**src/hdl/rsl_pkg.sv**
```systemverilog
// Shared constants, codes and types of the run-slice line drawer.
package rsl_pkg;

	localparam int MAX_SCREEN_SIZE_DEF = 1024;

	localparam int CFG_W  = 11;
	localparam int ADDR_W = 3;
	localparam int DATA_W = 32;

	localparam logic [CFG_W-1:0] SCREEN_WIDTH_RESET  = 11'd640;
	localparam logic [CFG_W-1:0] SCREEN_HEIGHT_RESET = 11'd480;

	// Register index, taken from paddr[2].
	localparam logic REG_SCREEN_WIDTH  = 1'b0;
	localparam logic REG_SCREEN_HEIGHT = 1'b1;

	// Item kinds.
	localparam logic KIND_START = 1'b0;
	localparam logic KIND_TICK  = 1'b1;

	localparam int IN_COORD_W  = 16;
	localparam int OUT_COORD_W = 10;
	localparam int OFFSET_W    = 20;
	localparam int COLOUR_W    = 32;

	localparam int QUEUE_DEPTH = 2;

	// A queued command holds four coordinates plus kind, case, direction and colour.
	localparam int CMD_COORDS  = 4;
	localparam int CMD_FIXED_W = 1 + 3 + 1 + COLOUR_W;

	typedef enum logic [2:0] {
		CASE_VERT   = 3'd0,
		CASE_HORIZ  = 3'd1,
		CASE_DIAG   = 3'd2,
		CASE_XMAJOR = 3'd3,
		CASE_YMAJOR = 3'd4
	} line_case_t;

	typedef enum logic [1:0] {
		PHASE_START  = 2'd0,
		PHASE_MIDDLE = 2'd1,
		PHASE_END    = 2'd2
	} slice_phase_t;

	typedef enum logic [1:0] {
		ST_READY  = 2'd0,
		ST_DIVIDE = 2'd1,
		ST_SETUP  = 2'd2
	} back_state_t;

endpackage

```
**src/hdl/rsl_queue.sv**
```systemverilog
// Small first-in first-out queue between the front and the back of the drawer.
module rsl_queue #(
	parameter int DATA_W = 1,
	parameter int DEPTH  = rsl_pkg::QUEUE_DEPTH
) (
	input  logic              clk,
	input  logic              arst_n,
	input  logic              push,
	input  logic [DATA_W-1:0] push_data,
	output logic              full,
	input  logic              pop,
	output logic [DATA_W-1:0] pop_data,
	output logic              empty
);

	localparam int PW   = $clog2(DEPTH);
	localparam int CNTW = $clog2(DEPTH + 1);

	logic [DATA_W-1:0] entries_q [DEPTH];
	logic [PW-1:0]     wr_ptr_q;
	logic [PW-1:0]     rd_ptr_q;
	logic [CNTW-1:0]   count_q;

	assign full     = (count_q == CNTW'(DEPTH));
	assign empty    = (count_q == '0);
	assign pop_data = entries_q[rd_ptr_q];

	always_ff @(posedge clk or negedge arst_n) begin
		if (!arst_n) begin
			wr_ptr_q <= '0;
			rd_ptr_q <= '0;
			count_q  <= '0;
		end else begin
			if (push) begin
				wr_ptr_q <= (wr_ptr_q == PW'(DEPTH - 1)) ? '0 : wr_ptr_q + PW'(1);
			end
			if (pop) begin
				rd_ptr_q <= (rd_ptr_q == PW'(DEPTH - 1)) ? '0 : rd_ptr_q + PW'(1);
			end
			unique case ({push, pop})
				2'b10:   count_q <= count_q + CNTW'(1);
				2'b01:   count_q <= count_q - CNTW'(1);
				default: count_q <= count_q;
			endcase
		end
	end

	always_ff @(posedge clk) begin
		if (push) begin
			entries_q[wr_ptr_q] <= push_data;
		end
	end

endmodule

```
**src/hdl/rsl_front.sv**
```systemverilog
// Front end: takes input items, clamps and orders endpoints, and classifies the line.
module rsl_front #(
	parameter int MAX_SCREEN_SIZE = rsl_pkg::MAX_SCREEN_SIZE_DEF,
	parameter int CW    = $clog2(MAX_SCREEN_SIZE),
	parameter int SW    = $clog2(MAX_SCREEN_SIZE + 1),
	parameter int CMD_W = rsl_pkg::CMD_COORDS * CW + rsl_pkg::CMD_FIXED_W
) (
	input  logic                                   item_valid,
	output logic                                   item_stall,
	input  logic                                   kind,
	input  logic signed [rsl_pkg::IN_COORD_W-1:0]  x_start,
	input  logic signed [rsl_pkg::IN_COORD_W-1:0]  y_start,
	input  logic signed [rsl_pkg::IN_COORD_W-1:0]  x_end,
	input  logic signed [rsl_pkg::IN_COORD_W-1:0]  y_end,
	input  logic        [rsl_pkg::COLOUR_W-1:0]    line_colour,
	input  logic        [SW-1:0]                   w_eff,
	input  logic        [SW-1:0]                   h_eff,
	input  logic                                   queue_full,
	output logic                                   push,
	output logic        [CMD_W-1:0]                cmd
);

	function automatic logic [CW-1:0] clamp_coord(
		input logic signed [rsl_pkg::IN_COORD_W-1:0] v,
		input logic [SW-1:0] lim
	);
		logic signed [rsl_pkg::IN_COORD_W:0] lim_s;
		logic signed [rsl_pkg::IN_COORD_W:0] v_s;
		lim_s = $signed({1'b0, rsl_pkg::IN_COORD_W'(lim)});
		v_s   = v;
		if (v_s < 0) begin
			return '0;
		end else if (v_s >= lim_s) begin
			return CW'(lim - SW'(1));
		end else begin
			return CW'(v);
		end
	endfunction

	logic [CW-1:0]       xa, ya, xb, yb;
	logic [CW-1:0]       x1, y1, x2, y2;
	logic                x_neg;
	logic [CW-1:0]       adx, dy;
	rsl_pkg::line_case_t lcase;

	assign item_stall = queue_full;
	assign push       = item_valid && !queue_full;

	always_comb begin
		xa = clamp_coord(x_start, w_eff);
		ya = clamp_coord(y_start, h_eff);
		xb = clamp_coord(x_end, w_eff);
		yb = clamp_coord(y_end, h_eff);
		// Order the endpoints so that y never falls along the line.
		if (ya > yb) begin
			x1 = xb; y1 = yb; x2 = xa; y2 = ya;
		end else begin
			x1 = xa; y1 = ya; x2 = xb; y2 = yb;
		end
		x_neg = (x2 < x1);
		adx   = x_neg ? (x1 - x2) : (x2 - x1);
		dy    = y2 - y1;
		priority if (adx == '0) begin
			lcase = rsl_pkg::CASE_VERT;
		end else if (dy == '0) begin
			lcase = rsl_pkg::CASE_HORIZ;
		end else if (adx == dy) begin
			lcase = rsl_pkg::CASE_DIAG;
		end else if (adx > dy) begin
			lcase = rsl_pkg::CASE_XMAJOR;
		end else begin
			lcase = rsl_pkg::CASE_YMAJOR;
		end
	end

	assign cmd = {kind, lcase, x_neg, x1, y1, adx, dy, line_colour};

endmodule

```
**src/hdl/rsl_back.sv**
```systemverilog
// Back end: divider for slice setup, pixel stepping and the output register.
module rsl_back #(
	parameter int MAX_SCREEN_SIZE = rsl_pkg::MAX_SCREEN_SIZE_DEF,
	parameter int CW    = $clog2(MAX_SCREEN_SIZE),
	parameter int SW    = $clog2(MAX_SCREEN_SIZE + 1),
	parameter int CMD_W = rsl_pkg::CMD_COORDS * CW + rsl_pkg::CMD_FIXED_W
) (
	input  logic                              clk,
	input  logic                              arst_n,
	input  logic                              queue_empty,
	input  logic [CMD_W-1:0]                  cmd,
	output logic                              pop,
	input  logic [SW-1:0]                     w_eff,
	output logic                              pixel_valid,
	input  logic                              pixel_stall,
	output logic [rsl_pkg::OUT_COORD_W-1:0]   pixel_x,
	output logic [rsl_pkg::OUT_COORD_W-1:0]   pixel_y,
	output logic [rsl_pkg::OFFSET_W-1:0]      pixel_offset,
	output logic [rsl_pkg::COLOUR_W-1:0]      pixel_colour,
	output logic                              last_pixel
);

	localparam int PLW = CW + 1;
	localparam int EW  = CW + 3;
	localparam int DCW = $clog2(CW + 1);
	localparam int PRW = CW + SW;

	// Command fields.
	logic                        c_kind;
	logic [2:0]                  c_case_raw;
	logic                        c_xneg;
	logic [CW-1:0]               c_x, c_y, c_adx, c_dy;
	logic [rsl_pkg::COLOUR_W-1:0] c_colour;
	rsl_pkg::line_case_t         c_case;

	// Line state.
	rsl_pkg::back_state_t        state_q, state_d;
	logic                        active_q;
	rsl_pkg::line_case_t         case_q;
	rsl_pkg::slice_phase_t       phase_q;
	logic [CW-1:0]               cur_x_q, cur_y_q;
	logic                        x_neg_q;
	logic [rsl_pkg::COLOUR_W-1:0] colour_q;
	logic signed [EW-1:0]        err_q;
	logic [CW-1:0]               min_run_q;
	logic [CW:0]                 frac_q, turn_q;
	logic [PLW-1:0]              pl_q;
	logic [CW-1:0]               runs_q;
	logic [CW-1:0]               end_run_q;

	// Divider.
	logic [CW-1:0]               rem_q, quo_q, minor_q;
	logic [DCW-1:0]              div_cnt_q;
	logic [CW:0]                 trial;
	logic                        trial_ge;

	// Output register.
	logic                        out_valid_q;
	logic [rsl_pkg::OUT_COORD_W-1:0] pix_x_q, pix_y_q;
	logic [rsl_pkg::OFFSET_W-1:0]    pix_off_q;
	logic [rsl_pkg::COLOUR_W-1:0]    pix_col_q;
	logic                            pix_last_q;

	// Control strobes.
	logic out_free, take_start, do_tick, div_step, do_setup, start_slices;

	// Tick results.
	logic                        slice, step_x, step_y, run_end, t_last;
	logic [PLW-1:0]              pl_dec, t_pl;
	logic [CW-1:0]               t_x, t_y, t_runs, rl_dec;
	rsl_pkg::slice_phase_t       t_phase;
	logic signed [EW-1:0]        t_err, err_sum;
	logic [PRW-1:0]              prod;
	logic [PRW:0]                offset_sum;

	// Setup results.
	logic signed [EW-1:0]        s_err, odd_add;
	logic [CW-1:0]               s_end_run;
	logic [PLW-1:0]              s_pl;

	assign {c_kind, c_case_raw, c_xneg, c_x, c_y, c_adx, c_dy, c_colour} = cmd;
	assign c_case       = rsl_pkg::line_case_t'(c_case_raw);
	assign start_slices = (c_case == rsl_pkg::CASE_XMAJOR) || (c_case == rsl_pkg::CASE_YMAJOR);
	assign out_free     = !out_valid_q || !pixel_stall;

	// Next state.
	always_comb begin
		state_d = state_q;
		unique case (state_q)
			rsl_pkg::ST_READY: begin
				if (!queue_empty && c_kind == rsl_pkg::KIND_START && start_slices) begin
					state_d = rsl_pkg::ST_DIVIDE;
				end
			end
			rsl_pkg::ST_DIVIDE: begin
				if (div_cnt_q == DCW'(CW - 1)) begin
					state_d = rsl_pkg::ST_SETUP;
				end
			end
			rsl_pkg::ST_SETUP: state_d = rsl_pkg::ST_READY;
			default:           state_d = rsl_pkg::ST_READY;
		endcase
	end

	// Control outputs.
	always_comb begin
		pop        = 1'b0;
		take_start = 1'b0;
		do_tick    = 1'b0;
		div_step   = 1'b0;
		do_setup   = 1'b0;
		unique case (state_q)
			rsl_pkg::ST_READY: begin
				if (!queue_empty) begin
					priority if (c_kind == rsl_pkg::KIND_START) begin
						pop        = 1'b1;
						take_start = 1'b1;
					end else if (!active_q) begin
						// A tick with no line in progress is dropped.
						pop = 1'b1;
					end else if (out_free) begin
						pop     = 1'b1;
						do_tick = 1'b1;
					end
				end
			end
			rsl_pkg::ST_DIVIDE: div_step = 1'b1;
			rsl_pkg::ST_SETUP:  do_setup = 1'b1;
			default: ;
		endcase
	end

	// One restoring division step per cycle.
	always_comb begin
		trial    = {rem_q, quo_q[CW-1]};
		trial_ge = (trial >= {1'b0, minor_q});
	end

	// Slice parameters from quotient and remainder.
	always_comb begin
		odd_add   = quo_q[0] ? $signed(EW'(minor_q)) : $signed(EW'(0));
		s_err     = $signed(EW'(rem_q)) - $signed(EW'({minor_q, 1'b0})) + odd_add;
		s_end_run = CW'(quo_q >> 1) + CW'(1);
		s_pl      = PLW'(s_end_run) - ((!quo_q[0] && rem_q == '0) ? PLW'(1) : PLW'(0));
	end

	// Pixel step.
	always_comb begin
		pl_dec  = (pl_q != '0) ? pl_q - PLW'(1) : '0;
		run_end = (pl_dec == '0);
		slice   = (case_q == rsl_pkg::CASE_XMAJOR) || (case_q == rsl_pkg::CASE_YMAJOR);
		step_x  = 1'b0;
		step_y  = 1'b0;
		unique case (case_q)
			rsl_pkg::CASE_VERT:   step_y = 1'b1;
			rsl_pkg::CASE_HORIZ:  step_x = 1'b1;
			rsl_pkg::CASE_DIAG: begin
				step_x = 1'b1;
				step_y = 1'b1;
			end
			rsl_pkg::CASE_XMAJOR: begin
				step_x = 1'b1;
				step_y = run_end;
			end
			rsl_pkg::CASE_YMAJOR: begin
				step_y = 1'b1;
				step_x = run_end;
			end
			default: ;
		endcase
		t_x    = step_x ? (x_neg_q ? cur_x_q - CW'(1) : cur_x_q + CW'(1)) : cur_x_q;
		t_y    = step_y ? cur_y_q + CW'(1) : cur_y_q;
		t_last = slice ? (run_end && phase_q == rsl_pkg::PHASE_END) : run_end;

		t_phase = phase_q;
		t_pl    = pl_dec;
		t_runs  = runs_q;
		t_err   = err_q;
		rl_dec  = runs_q;
		err_sum = err_q + $signed(EW'(frac_q));
		if (slice && run_end && phase_q != rsl_pkg::PHASE_END) begin
			if (phase_q == rsl_pkg::PHASE_MIDDLE && runs_q != '0) begin
				rl_dec = runs_q - CW'(1);
			end
			t_runs = rl_dec;
			if (rl_dec != '0) begin
				t_phase = rsl_pkg::PHASE_MIDDLE;
				if (err_sum > 0) begin
					t_err = err_sum - $signed(EW'(turn_q));
					t_pl  = PLW'(min_run_q) + PLW'(1);
				end else begin
					t_err = err_sum;
					t_pl  = PLW'(min_run_q);
				end
			end else begin
				t_phase = rsl_pkg::PHASE_END;
				t_pl    = PLW'(end_run_q);
			end
		end

		prod       = PRW'(cur_y_q) * PRW'(w_eff);
		offset_sum = (PRW + 1)'(prod) + (PRW + 1)'(cur_x_q);
	end

	always_ff @(posedge clk or negedge arst_n) begin
		if (!arst_n) begin
			state_q     <= rsl_pkg::ST_READY;
			active_q    <= 1'b0;
			out_valid_q <= 1'b0;
		end else begin
			state_q <= state_d;
			if (take_start) begin
				active_q <= 1'b1;
			end else if (do_tick && t_last) begin
				active_q <= 1'b0;
			end
			if (out_free) begin
				out_valid_q <= do_tick;
			end
		end
	end

	always_ff @(posedge clk) begin
		if (take_start) begin
			cur_x_q   <= c_x;
			cur_y_q   <= c_y;
			x_neg_q   <= c_xneg;
			colour_q  <= c_colour;
			case_q    <= c_case;
			phase_q   <= rsl_pkg::PHASE_START;
			pl_q      <= PLW'((c_case == rsl_pkg::CASE_HORIZ) ? c_adx : c_dy) + PLW'(1);
			rem_q     <= '0;
			quo_q     <= (c_adx > c_dy) ? c_adx : c_dy;
			minor_q   <= (c_adx > c_dy) ? c_dy : c_adx;
			div_cnt_q <= '0;
		end
		if (div_step) begin
			rem_q     <= trial_ge ? CW'(trial - {1'b0, minor_q}) : CW'(trial);
			quo_q     <= CW'({quo_q, trial_ge});
			div_cnt_q <= div_cnt_q + DCW'(1);
		end
		if (do_setup) begin
			min_run_q <= quo_q;
			frac_q    <= {rem_q, 1'b0};
			turn_q    <= {minor_q, 1'b0};
			err_q     <= s_err;
			end_run_q <= s_end_run;
			pl_q      <= s_pl;
			runs_q    <= minor_q - CW'(1);
		end
		if (do_tick) begin
			cur_x_q    <= t_x;
			cur_y_q    <= t_y;
			phase_q    <= t_phase;
			pl_q       <= t_pl;
			runs_q     <= t_runs;
			err_q      <= t_err;
			pix_x_q    <= rsl_pkg::OUT_COORD_W'(cur_x_q);
			pix_y_q    <= rsl_pkg::OUT_COORD_W'(cur_y_q);
			pix_off_q  <= rsl_pkg::OFFSET_W'(offset_sum);
			pix_col_q  <= colour_q;
			pix_last_q <= t_last;
		end
	end

	assign pixel_valid  = out_valid_q;
	assign pixel_x      = pix_x_q;
	assign pixel_y      = pix_y_q;
	assign pixel_offset = pix_off_q;
	assign pixel_colour = pix_col_q;
	assign last_pixel   = pix_last_q;

endmodule

```
**src/hdl/run_slice_line_drawer.sv**
```systemverilog
// Top level of the run-slice line drawer: configuration registers and the front, queue and back.
//
//  Channel   Direction  Handshake              Transfer carries
//  item      in         item_valid/item_stall  kind, x_start, y_start, x_end, y_end, line_colour
//  pixel     out        pixel_valid/pixel_stall pixel_x, pixel_y, pixel_offset, pixel_colour,
//                                               last_pixel
//  config    in         APB psel/penable/pready screen_width at 0x0, screen_height at 0x4
//
// Ticks flow at one pixel per cycle while pixels are taken; under stall a tick waits in the
// queue. A tick's pixel passes through the queue and the back end into the output register
// before it is offered. A start of a vertical, horizontal or diagonal line needs no division;
// any other start holds the back end in its divide and setup states while the one-bit-per-cycle
// divider forms run length and remainder. Reset clears the line, the queue and the output
// register, and sets the screen to 640 by 480. The front takes items while the two-entry
// queue has room, and the back keeps setting up lines while a finished pixel waits under stall.
module run_slice_line_drawer #(
	parameter int MAX_SCREEN_SIZE = rsl_pkg::MAX_SCREEN_SIZE_DEF
) (
	input  logic                                  clk,
	input  logic                                  arst_n,
	// Item channel.
	input  logic                                  item_valid,
	output logic                                  item_stall,
	input  logic                                  kind,
	input  logic signed [rsl_pkg::IN_COORD_W-1:0] x_start,
	input  logic signed [rsl_pkg::IN_COORD_W-1:0] y_start,
	input  logic signed [rsl_pkg::IN_COORD_W-1:0] x_end,
	input  logic signed [rsl_pkg::IN_COORD_W-1:0] y_end,
	input  logic        [rsl_pkg::COLOUR_W-1:0]   line_colour,
	// Pixel channel.
	output logic                                  pixel_valid,
	input  logic                                  pixel_stall,
	output logic        [rsl_pkg::OUT_COORD_W-1:0] pixel_x,
	output logic        [rsl_pkg::OUT_COORD_W-1:0] pixel_y,
	output logic        [rsl_pkg::OFFSET_W-1:0]    pixel_offset,
	output logic        [rsl_pkg::COLOUR_W-1:0]    pixel_colour,
	output logic                                  last_pixel,
	// Configuration port.
	input  logic                                  psel,
	input  logic                                  penable,
	input  logic                                  pwrite,
	input  logic        [rsl_pkg::ADDR_W-1:0]     paddr,
	input  logic        [rsl_pkg::DATA_W-1:0]     pwdata,
	output logic        [rsl_pkg::DATA_W-1:0]     prdata,
	output logic                                  pready
);

	// Coordinates need log2 of the largest screen, rounded up; sizes need log2 of one more than it.
	localparam int CW    = $clog2(MAX_SCREEN_SIZE);
	localparam int SW    = $clog2(MAX_SCREEN_SIZE + 1);
	localparam int CMD_W = rsl_pkg::CMD_COORDS * CW + rsl_pkg::CMD_FIXED_W;

	logic [rsl_pkg::CFG_W-1:0] width_q;
	logic [rsl_pkg::CFG_W-1:0] height_q;
	logic [SW-1:0]             w_eff;
	logic [SW-1:0]             h_eff;

	logic             queue_full;
	logic             queue_empty;
	logic             push;
	logic             pop;
	logic [CMD_W-1:0] push_cmd;
	logic [CMD_W-1:0] pop_cmd;

	// The port never waits. Any address decodes to a register by its bit 2.
	assign pready = 1'b1;

	always_ff @(posedge clk or negedge arst_n) begin
		if (!arst_n) begin
			width_q  <= rsl_pkg::SCREEN_WIDTH_RESET;
			height_q <= rsl_pkg::SCREEN_HEIGHT_RESET;
		end else if (psel && penable && pwrite) begin
			unique case (paddr[2])
				rsl_pkg::REG_SCREEN_WIDTH:  width_q  <= pwdata[rsl_pkg::CFG_W-1:0];
				rsl_pkg::REG_SCREEN_HEIGHT: height_q <= pwdata[rsl_pkg::CFG_W-1:0];
				default: ;
			endcase
		end
	end

	always_comb begin
		unique case (paddr[2])
			rsl_pkg::REG_SCREEN_WIDTH:  prdata = rsl_pkg::DATA_W'(width_q);
			rsl_pkg::REG_SCREEN_HEIGHT: prdata = rsl_pkg::DATA_W'(height_q);
			default:                    prdata = '0;
		endcase
	end

	// Register values outside 1..MAX_SCREEN_SIZE are limited to that range before use.
	always_comb begin
		if (width_q == '0) begin
			w_eff = SW'(1);
		end else if (32'(width_q) > MAX_SCREEN_SIZE) begin
			w_eff = SW'(MAX_SCREEN_SIZE);
		end else begin
			w_eff = SW'(width_q);
		end
		if (height_q == '0) begin
			h_eff = SW'(1);
		end else if (32'(height_q) > MAX_SCREEN_SIZE) begin
			h_eff = SW'(MAX_SCREEN_SIZE);
		end else begin
			h_eff = SW'(height_q);
		end
	end

	// The front clamps, orders and classifies each item in the cycle it arrives.
	rsl_front #(
		.MAX_SCREEN_SIZE(MAX_SCREEN_SIZE),
		.CW             (CW),
		.SW             (SW),
		.CMD_W          (CMD_W)
	) u_front (
		.item_valid (item_valid),
		.item_stall (item_stall),
		.kind       (kind),
		.x_start    (x_start),
		.y_start    (y_start),
		.x_end      (x_end),
		.y_end      (y_end),
		.line_colour(line_colour),
		.w_eff      (w_eff),
		.h_eff      (h_eff),
		.queue_full (queue_full),
		.push       (push),
		.cmd        (push_cmd)
	);

	// The queue lets the front keep taking items while the back divides or waits on stall.
	rsl_queue #(
		.DATA_W(CMD_W),
		.DEPTH (rsl_pkg::QUEUE_DEPTH)
	) u_queue (
		.clk      (clk),
		.arst_n   (arst_n),
		.push     (push),
		.push_data(push_cmd),
		.full     (queue_full),
		.pop      (pop),
		.pop_data (pop_cmd),
		.empty    (queue_empty)
	);

	// The back sets up lines, steps pixels and owns the output register.
	rsl_back #(
		.MAX_SCREEN_SIZE(MAX_SCREEN_SIZE),
		.CW             (CW),
		.SW             (SW),
		.CMD_W          (CMD_W)
	) u_back (
		.clk         (clk),
		.arst_n      (arst_n),
		.queue_empty (queue_empty),
		.cmd         (pop_cmd),
		.pop         (pop),
		.w_eff       (w_eff),
		.pixel_valid (pixel_valid),
		.pixel_stall (pixel_stall),
		.pixel_x     (pixel_x),
		.pixel_y     (pixel_y),
		.pixel_offset(pixel_offset),
		.pixel_colour(pixel_colour),
		.last_pixel  (last_pixel)
	);

endmodule

```
**config.mk**
```make
export PLATFORM = sky130hd
export DESIGN_NAME = run_slice_line_drawer
export DESIGN_NICKNAME = d
export VERILOG_FILES = /design/src/hdl/rsl_pkg.sv /design/src/hdl/rsl_queue.sv /design/src/hdl/rsl_front.sv /design/src/hdl/rsl_back.sv /design/src/hdl/run_slice_line_drawer.sv
export SDC_FILE = /design/constraint.sdc
export NUM_CORES = 1
export LEC_CHECK = 0
export ABC_AREA = 1
export BUFFER_PORTS_ARGS = -buffer_cell sky130_fd_sc_hd__buf_2
export CORE_ASPECT_RATIO = 0.75
export CORE_MARGIN = 2
export CORE_UTILIZATION = 38
export DETAILED_ROUTE_END_ITERATION = 10
export GPL_ROUTABILITY_DRIVEN = 0
export PLACE_DENSITY_LB_ADDON = 0.25
export SYNTH_ARGS = -nofsm -noshare
export SYNTH_HDL_FRONTEND = slang
export SYNTH_SLANG_ARGS = --single-unit
```
**constraint.sdc**
```tcl
create_clock -name clk -period 21.1 [get_ports clk]
set_clock_uncertainty 0.1 [all_clocks]
set_input_delay 0 -clock clk [delete_from_list [all_inputs] [get_ports clk]]
set_output_delay 0 -clock clk [all_outputs]
set_load 0.05 [all_outputs]
```
Yosys cells after proc, flatten, opt, wreduce, memory -nomap -nowiden. Memories as Yosys holds them, arrays and structs flattened. Index checks and enable logic that the tools add are counted.

Add/subtract/negate cells: 26. $mul: 1. Eq/ne operators: 23. $lt $le $gt $ge: 16. Bitwise operators: 2. Mux-type cells: 89. Reduce and logical (&&, ||, !) cells: 47.

Operators by type and width (number): 10-bit 2-to-1 mux (34); 11-bit 2-to-1 mux (11); 13-bit 2-to-1 mux (5); 16-bit by 12-bit greater-or-equal comparator with 1-bit output (4); 16-bit by 1-bit < comparator with 1-bit output (second input constant) (4); 32-bit one-hot mux with 2 select lines (1); 10-bit by 1-bit subtractor with 10-bit output (second input constant) (5); 10-bit subtractor (4); 11-bit zero test (3); 10-bit > comparator (3); 10-bit zero test (3); 11-bit > comparator (second input constant) (2); 1-bit 2-to-1 mux (22); 10-bit by 1-bit adder with 10-bit output (second input constant) (2); 20-bit by 10-bit adder with 20-bit output (1); 10-bit by 11-bit multiplier with 20-bit output (1); 10-bit nonzero test (2); 2-bit AND reduction (7); 13-bit by 12-bit adder with 13-bit output (1); 13-bit adder (1); 13-bit by 1-bit > comparator with 1-bit output (second input constant) (1); 13-bit by 12-bit subtractor with 13-bit output (1); 2-bit 2-to-1 mux (6); 3-bit 2-to-1 mux (4); 35 further kinds (76).

Input port bits: 139. Bits in writable memories: 154. Flip-flop bits (word level): 269. Memories kept: 1.

Memory list: u_queue.entries_q (depth 2, bits a word 77, read ports 1, clocked after memory_dff 0, write ports 1, line rsl_queue.sv:19) `logic [DATA_W-1:0] entries_q [DEPTH];`.

Depth between registers and ports, before layout.
Depth after elaboration: 15. Depth in mapped cells: 57.

Modules after synthesis. A second synthesis with hierarchy kept.

Cells, all modules: 3573. Area total of the unflattened synthesis: 30770.8 µm².

Modules (own cells, without submodules): rsl_back (area an instance 18154.9 µm², cells each 2100, instances 1); rsl_queue (area an instance 6279.8 µm², cells each 426, instances 1); rsl_front (area an instance 4840.9 µm², cells each 838, instances 1); run_slice_line_drawer (area an instance 1495.2 µm², cells each 209, instances 1).

Least setup slack after synthesis. Ideal clock, no wire load.

Path kind: flip-flop to flip-flop. From: register height_q[2] (netlist name). To: memory u_queue.entries_q[0][74] (netlist name) (data pin). Stages on the path, launching flop included: 49. Required time: 20.742 ns. Slack: 13.603 ns. Path buffers: 7. Arrival time: 7.138 ns. Cells stage by stage: dfrtp_1 > buf_6 > nor2_2 > nand3_2 > o21bai_4 > buf_6 > nand2_2 > ha_1 > nand2_1 > nor2_1 > nand3_1 > nand2_2 > nand2_4 > nand2_4 > buf_8 > nand3_1 > nand2_1 > inv_1 > [13 not listed] > a21boi_1 > o21ai_0 > nand2_1 > nand2_1 > a21oi_1 > buf_4 > nand2_1 > nand2_1 > xor2_1 > ha_1 > a21oi_1 > o21a_1 > o21ai_0 > nand3_1 > a21oi_1 > a211o_1 > nor2_1 > nor2_1.

Cells in the longest elaborated chain, start to end: 15. Elaborated cells between the ends (all ways): 29. Those cells by class: add/sub (4); order compare (6); eq/ne (1); mux (15); reduce/logical (3).

RTL lines: start: declaration (line run_slice_line_drawer.sv:54) `logic [rsl_pkg::CFG_W-1:0] height_q;`; start signal: assignment (line run_slice_line_drawer.sv:71) `height_q <= rsl_pkg::SCREEN_HEIGHT_RESET;`; start signal: assignment (line run_slice_line_drawer.sv:75) `rsl_pkg::REG_SCREEN_HEIGHT: height_q <= pwdata[rsl_pkg::CFG_W-1:0];`; 11-bit > comparator (line run_slice_line_drawer.sv:100) `end else if (32'(height_q) > MAX_SCREEN_SIZE) begin`; 11-bit 2-to-1 mux (line run_slice_line_drawer.sv:100); 11-bit 2-to-1 mux (*) (line run_slice_line_drawer.sv:98) `if (height_q == '0) begin`; 16-bit by 12-bit greater-or-equal comparator with 1-bit output / 10-bit by 1-bit subtractor with 10-bit output (equally long branches) (line rsl_front.sv:33, rsl_front.sv:34); 10-bit 2-to-1 mux (line rsl_front.sv:33) `end else if (v_s >= lim_s) begin`; 10-bit 2-to-1 mux (line rsl_front.sv:31) `if (v_s < 0) begin`; 10-bit > comparator (*) (line rsl_front.sv:55) `if (ya > yb) begin`; 10-bit 2-to-1 mux (*) (line rsl_front.sv:55); via push_cmd[63] (line run_slice_line_drawer.sv:62) `logic [CMD_W-1:0] push_cmd;`; [1 not listed]; via push_cmd[72] (line run_slice_line_drawer.sv:62); 10-bit 2-to-1 mux (*) (line rsl_front.sv:61) `adx = x_neg ? (x1 - x2) : (x2 - x1);`; via push_cmd[45] (line run_slice_line_drawer.sv:62); 10-bit > comparator (line rsl_front.sv:69) `end else if (adx > dy) begin`; 3-bit 2-to-1 mux (line rsl_front.sv:69); 3-bit 2-to-1 mux (line rsl_front.sv:67) `end else if (adx == dy) begin`; 3-bit 2-to-1 mux (line rsl_front.sv:65) `end else if (dy == '0) begin`; 3-bit 2-to-1 mux (*) (line rsl_front.sv:63) `priority if (adx == '0) begin`; via push_cmd[74] (line run_slice_line_drawer.sv:62); end: declaration (line rsl_queue.sv:19).

The timed path passes the listed nets; every way through them passes the cells marked *.

Final worst setup path.
From: register height_q[2] (netlist name). To: memory u_queue.entries_q[0][74] (netlist name) (data pin).

Cells in the longest elaborated chain, start to end: 15. Elaborated cells between the ends (all ways): 29. Those cells by class: add/sub (4); order compare (6); eq/ne (1); mux (15); reduce/logical (3).

RTL lines (line): 11-bit > comparator (run_slice_line_drawer.sv:100); 11-bit 2-to-1 mux (run_slice_line_drawer.sv:100); 11-bit 2-to-1 mux (*) (run_slice_line_drawer.sv:98); 16-bit by 12-bit greater-or-equal comparator with 1-bit output / 10-bit by 1-bit subtractor with 10-bit output (equally long branches) (rsl_front.sv:33, rsl_front.sv:34); 10-bit 2-to-1 mux (rsl_front.sv:33); 10-bit 2-to-1 mux (rsl_front.sv:31); 10-bit > comparator (*) (rsl_front.sv:55); 10-bit 2-to-1 mux (*) (rsl_front.sv:55); via push_cmd[63] (run_slice_line_drawer.sv:62); [1 not listed]; 10-bit 2-to-1 mux (*) (rsl_front.sv:61); via push_cmd[45] (run_slice_line_drawer.sv:62); 10-bit > comparator (rsl_front.sv:69); 3-bit 2-to-1 mux (rsl_front.sv:69); 3-bit 2-to-1 mux (rsl_front.sv:67); 3-bit 2-to-1 mux (rsl_front.sv:65); 3-bit 2-to-1 mux (*) (rsl_front.sv:63); via push_cmd[74] (run_slice_line_drawer.sv:62).

Marked as above.

==> results.txt <==
----------------------------------------------------
[Synthesis]
  Summed instance area of the synthesized netlist ... 28700 um^2
  Synthesized area divided by synthesized cell count ... 9.11 um^2
  Top_reg_cell synth ... edfxtp_1
  Area leader, netlist ... edfxtp_1
  Leading cell types by total area after synthesis ... edfxtp_1 41%, ha_1 9.7%, nand2_1 9.1%, fa_1 6.1%, inv_1 5.8%
  Sequential element share of the synthesized area ... 43.8%
  Area fraction of the dominant cell type after synthesis ... 41.2%
  Number of warning messages in the yosys log ... 0
  Post-synth cell types ... 69
  Ys async rst share ... 7.09%
  Register bit count reported by yosys ... 423
  Number of cells produced by synthesis ... 3146
  Count of flip-flops with a built-in enable after synthesis ... 393

[Setup path]
  Sort of element at the end of the critical path ... flop
  Largest fanout of any net on the critical path ... 47
  Cell with the biggest individual delay on the critical path ... dlygate4sd3_1
  Class of the most critical setup path ... flop to flop
  Longest individual stage delay on the worst path ... 0.56 ns
  Critical path's top delay family ... simple AND/OR/NAND/NOR gates
  Type of element launching the critical path ... flop
  Register-to-register setup slack ... 11.43 ns
  CP bufs+invs ... 5
  Required time of the critical path ... 21.31 ns
  Most common cell type on the critical path ... nand2_1
  Arrival time at the worst endpoint ... 9.89 ns

[Final layout]
  ANT cells ... 0
  Layout Nets ... 3873
  Leading cell type in the layout, fill and taps excluded ... nand2_1
  # fillers ... 7239
  Leading cell types in the layout, fill and taps excluded ... 691 x nand2_1, 439 x inv_1, 393 x edfxtp_1
  Fraction of final layout cells sized beyond drive strength 1 ... 12.1%
  Post-Layout Inst Area ... 33000 um^2
  Layout overhead on the synthesized area ... 15.3%
  Number of standard cells in the final layout excluding fillers ... 4439

[Detailed routing]
  DRC errors left ... 0
  Total via count in the routed design ... 21800
  Detailed Route Iter0 Violations ... 1662
  Drt wl/cell ... 16.4 um
  Via/cell ratio ... 4.91
  Pre-Repair DR Iteration Count ... 7
  Total wire length after detailed routing ... 72.9 mm
  Post-DRT Antenna Nets ... 0

[Timing]
  Final Cycle Share ... 45.9%
  Final Hold Violating Endpoints ... 0
  Total negative slack for setup checks ... 0 ns
  Slew at the pin closest to its max-slew limit ... 1.09 ns
  Fmax achieved ... 0.103 GHz
  Relative max-transition margin ... 27.2%
  Setup repair after global routing missed its margin ... false
  Post-layout min period ... 9.67 ns
  Total of endpoints with negative setup slack in the final report ... 0
  Final worst hold slack ... 0.0428 ns
  Fin. max-slew vios ... 0

[Global route]
  Routing layer with the top usage in global route ... met1
  Total Routing Usage GR ... 18.8%
  Met3 track demand over resource ... 3.58%
  First-pass GRT wire length ... 116 mm
  Vias in the first global route ... 20800
  GRT overflow ... 0
  Maximum number of pins on one net before global-route repair ... 79
  Fraction of met2 tracks used by global routing ... 26.4%
  Antenna violations before repair ... 1
  Met1 routing resource usage after global routing ... 29.6%

[Place]
  Placed cell area ... 30600 um^2
  Number of placed instances, taps included ... 4258
  DP HPWL ... 54.1 mm
  Port-buffer cells ... 201

[Floorplan]
  Die area ... 77600 um^2
  Chip height ... 242 um
  Overall die width ... 321 um
  IO Count ... 247
  Initial standard-cell utilization of the core ... 38.3%
  # rows ... 87
  Core Region ... 74900 um^2

[Clock network]
  Sinks on Clock Net ... 423
  Clock network latency to the later pin of the worst-skew pair ... 0.62 ns
  Root Buffer Master ... clkbuf_16
  Maximum level of the CTS H-tree ... 2
  Maximum count of clock buffers along a single path ... 3
  CTS tree ... built
  Buffer count from post-CTS setup fixing ... 0
  Clock-pin slew reported for the worst setup and hold paths after clock tree synthesis ... 0.06 ns
  Clock buffers created by TritonCTS ... 48

[Outcome]
  Run status ... finished clean

[Run]
  Number of max-cap violations ... 0

[Worst hold path]
  Hold/Removal Path Class ... primary input to flop

----------------------------------------------------
[kinds of logic after synthesis]
| family | synth area share, % |
|---|---|
| simple gates | 18.8 |
| xor+xnor | 3.33 |
| other cells | 0.0262 |
| compound gates | 9.53 |
| flops | 43.8 |
| fa+ha+maj | 15.8 |
| mux | 0.734 |
| buf+inv | 8.01 |
[cells in the mapped netlist (40+ instances only)]
| cell type | n |
|---|---|
| a21oi_1 | 134 |
| nand2_1 | 691 |
| o21ai_0 | 185 |
| fa_1 | 87 |
| o211ai_1 | 40 |
| ha_1 | 222 |
| clkbuf_1 | 50 |
| xor2_1 | 81 |
| nor2_1 | 262 |
| nand3_1 | 109 |
| edfxtp_1 | 393 |
| inv_1 | 441 |
[layer usage]
metal  up-vias  routed length, um
met3        81               4990
met5         -                  0
met2       539              29000
met4         0               1320
met1     10200              37600
li1      11000                  -
[path summary, 6_finish.rpt]
path                       depth (start not counted)                        to                 from
min                                                2  u_queue.entries_q[0][28]      line_colour[28]
max reg2reg                                       43  u_queue.entries_q[0][74]          height_q[2]
max                                               43  u_queue.entries_q[0][74]          height_q[2]
min reg2reg                                        0   u_back.pixel_colour[30]  u_back.colour_q[30]
min in group asynchronous                          3               height_q[8]               arst_n
max in group asynchronous                          4           u_back.active_q               arst_n
[flip-flops by register name (all words and copies together) (netlist names), 3 cells and up]
| register | cells |
|---|---|
| height_q | 11 |
| u_back.case_q | 3 |
| u_back.colour_q | 32 |
| u_back.cur_x_q | 10 |
| u_back.cur_y_q | 10 |
| u_back.div_cnt_q | 4 |
| u_back.end_run_q | 10 |
| u_back.err_q | 13 |
| u_back.frac_q | 10 |
| u_back.min_run_q | 10 |
| u_back.minor_q | 10 |
| u_back.pixel_colour | 32 |
| u_back.pixel_offset | 20 |
| u_back.pixel_x | 10 |
| u_back.pixel_y | 10 |
| u_back.pl_q | 11 |
| u_back.quo_q | 10 |
| u_back.rem_q | 10 |
| u_back.runs_q | 10 |
| u_back.turn_q | 10 |
| u_queue.entries_q | 154 |
| width_q | 11 |
[cell type report]
type                       instances  area [um^2]  share of cell area, %
multi-input combinational       2175        13900                   42.1
tap                              979         1220                   3.71
clock buffer                      58         1260                   3.81
sequential                       423        12600                   38.0
timing repair buffer             313         2100                   6.35
clock inverter                    27          244                  0.738
inverter                         464         1740                   5.28
[stage by stage]
stage | setup slack [ns] | util [%]
5_1_grt | 10.51 | 44.1
2_1_floorplan | 13.60 | -
3_5_place_dp | 12.06 | 40.8
4_1_cts | 11.48 | 44.1
3_3_place_gp | 12.07 | 40.8
6_report | 11.43 | 44.1
[repair_timing]
item	4_1_cts	5_1_grt
gates resized for setup	0	0
hold buffers	96	0
endpoints found under the hold margin	142	0
endpoints found under the setup margin	0	0
Power is left out: the tool's default activity adds up to more than one toggle a clock period on the data nets, which glitch-free logic cannot reach.
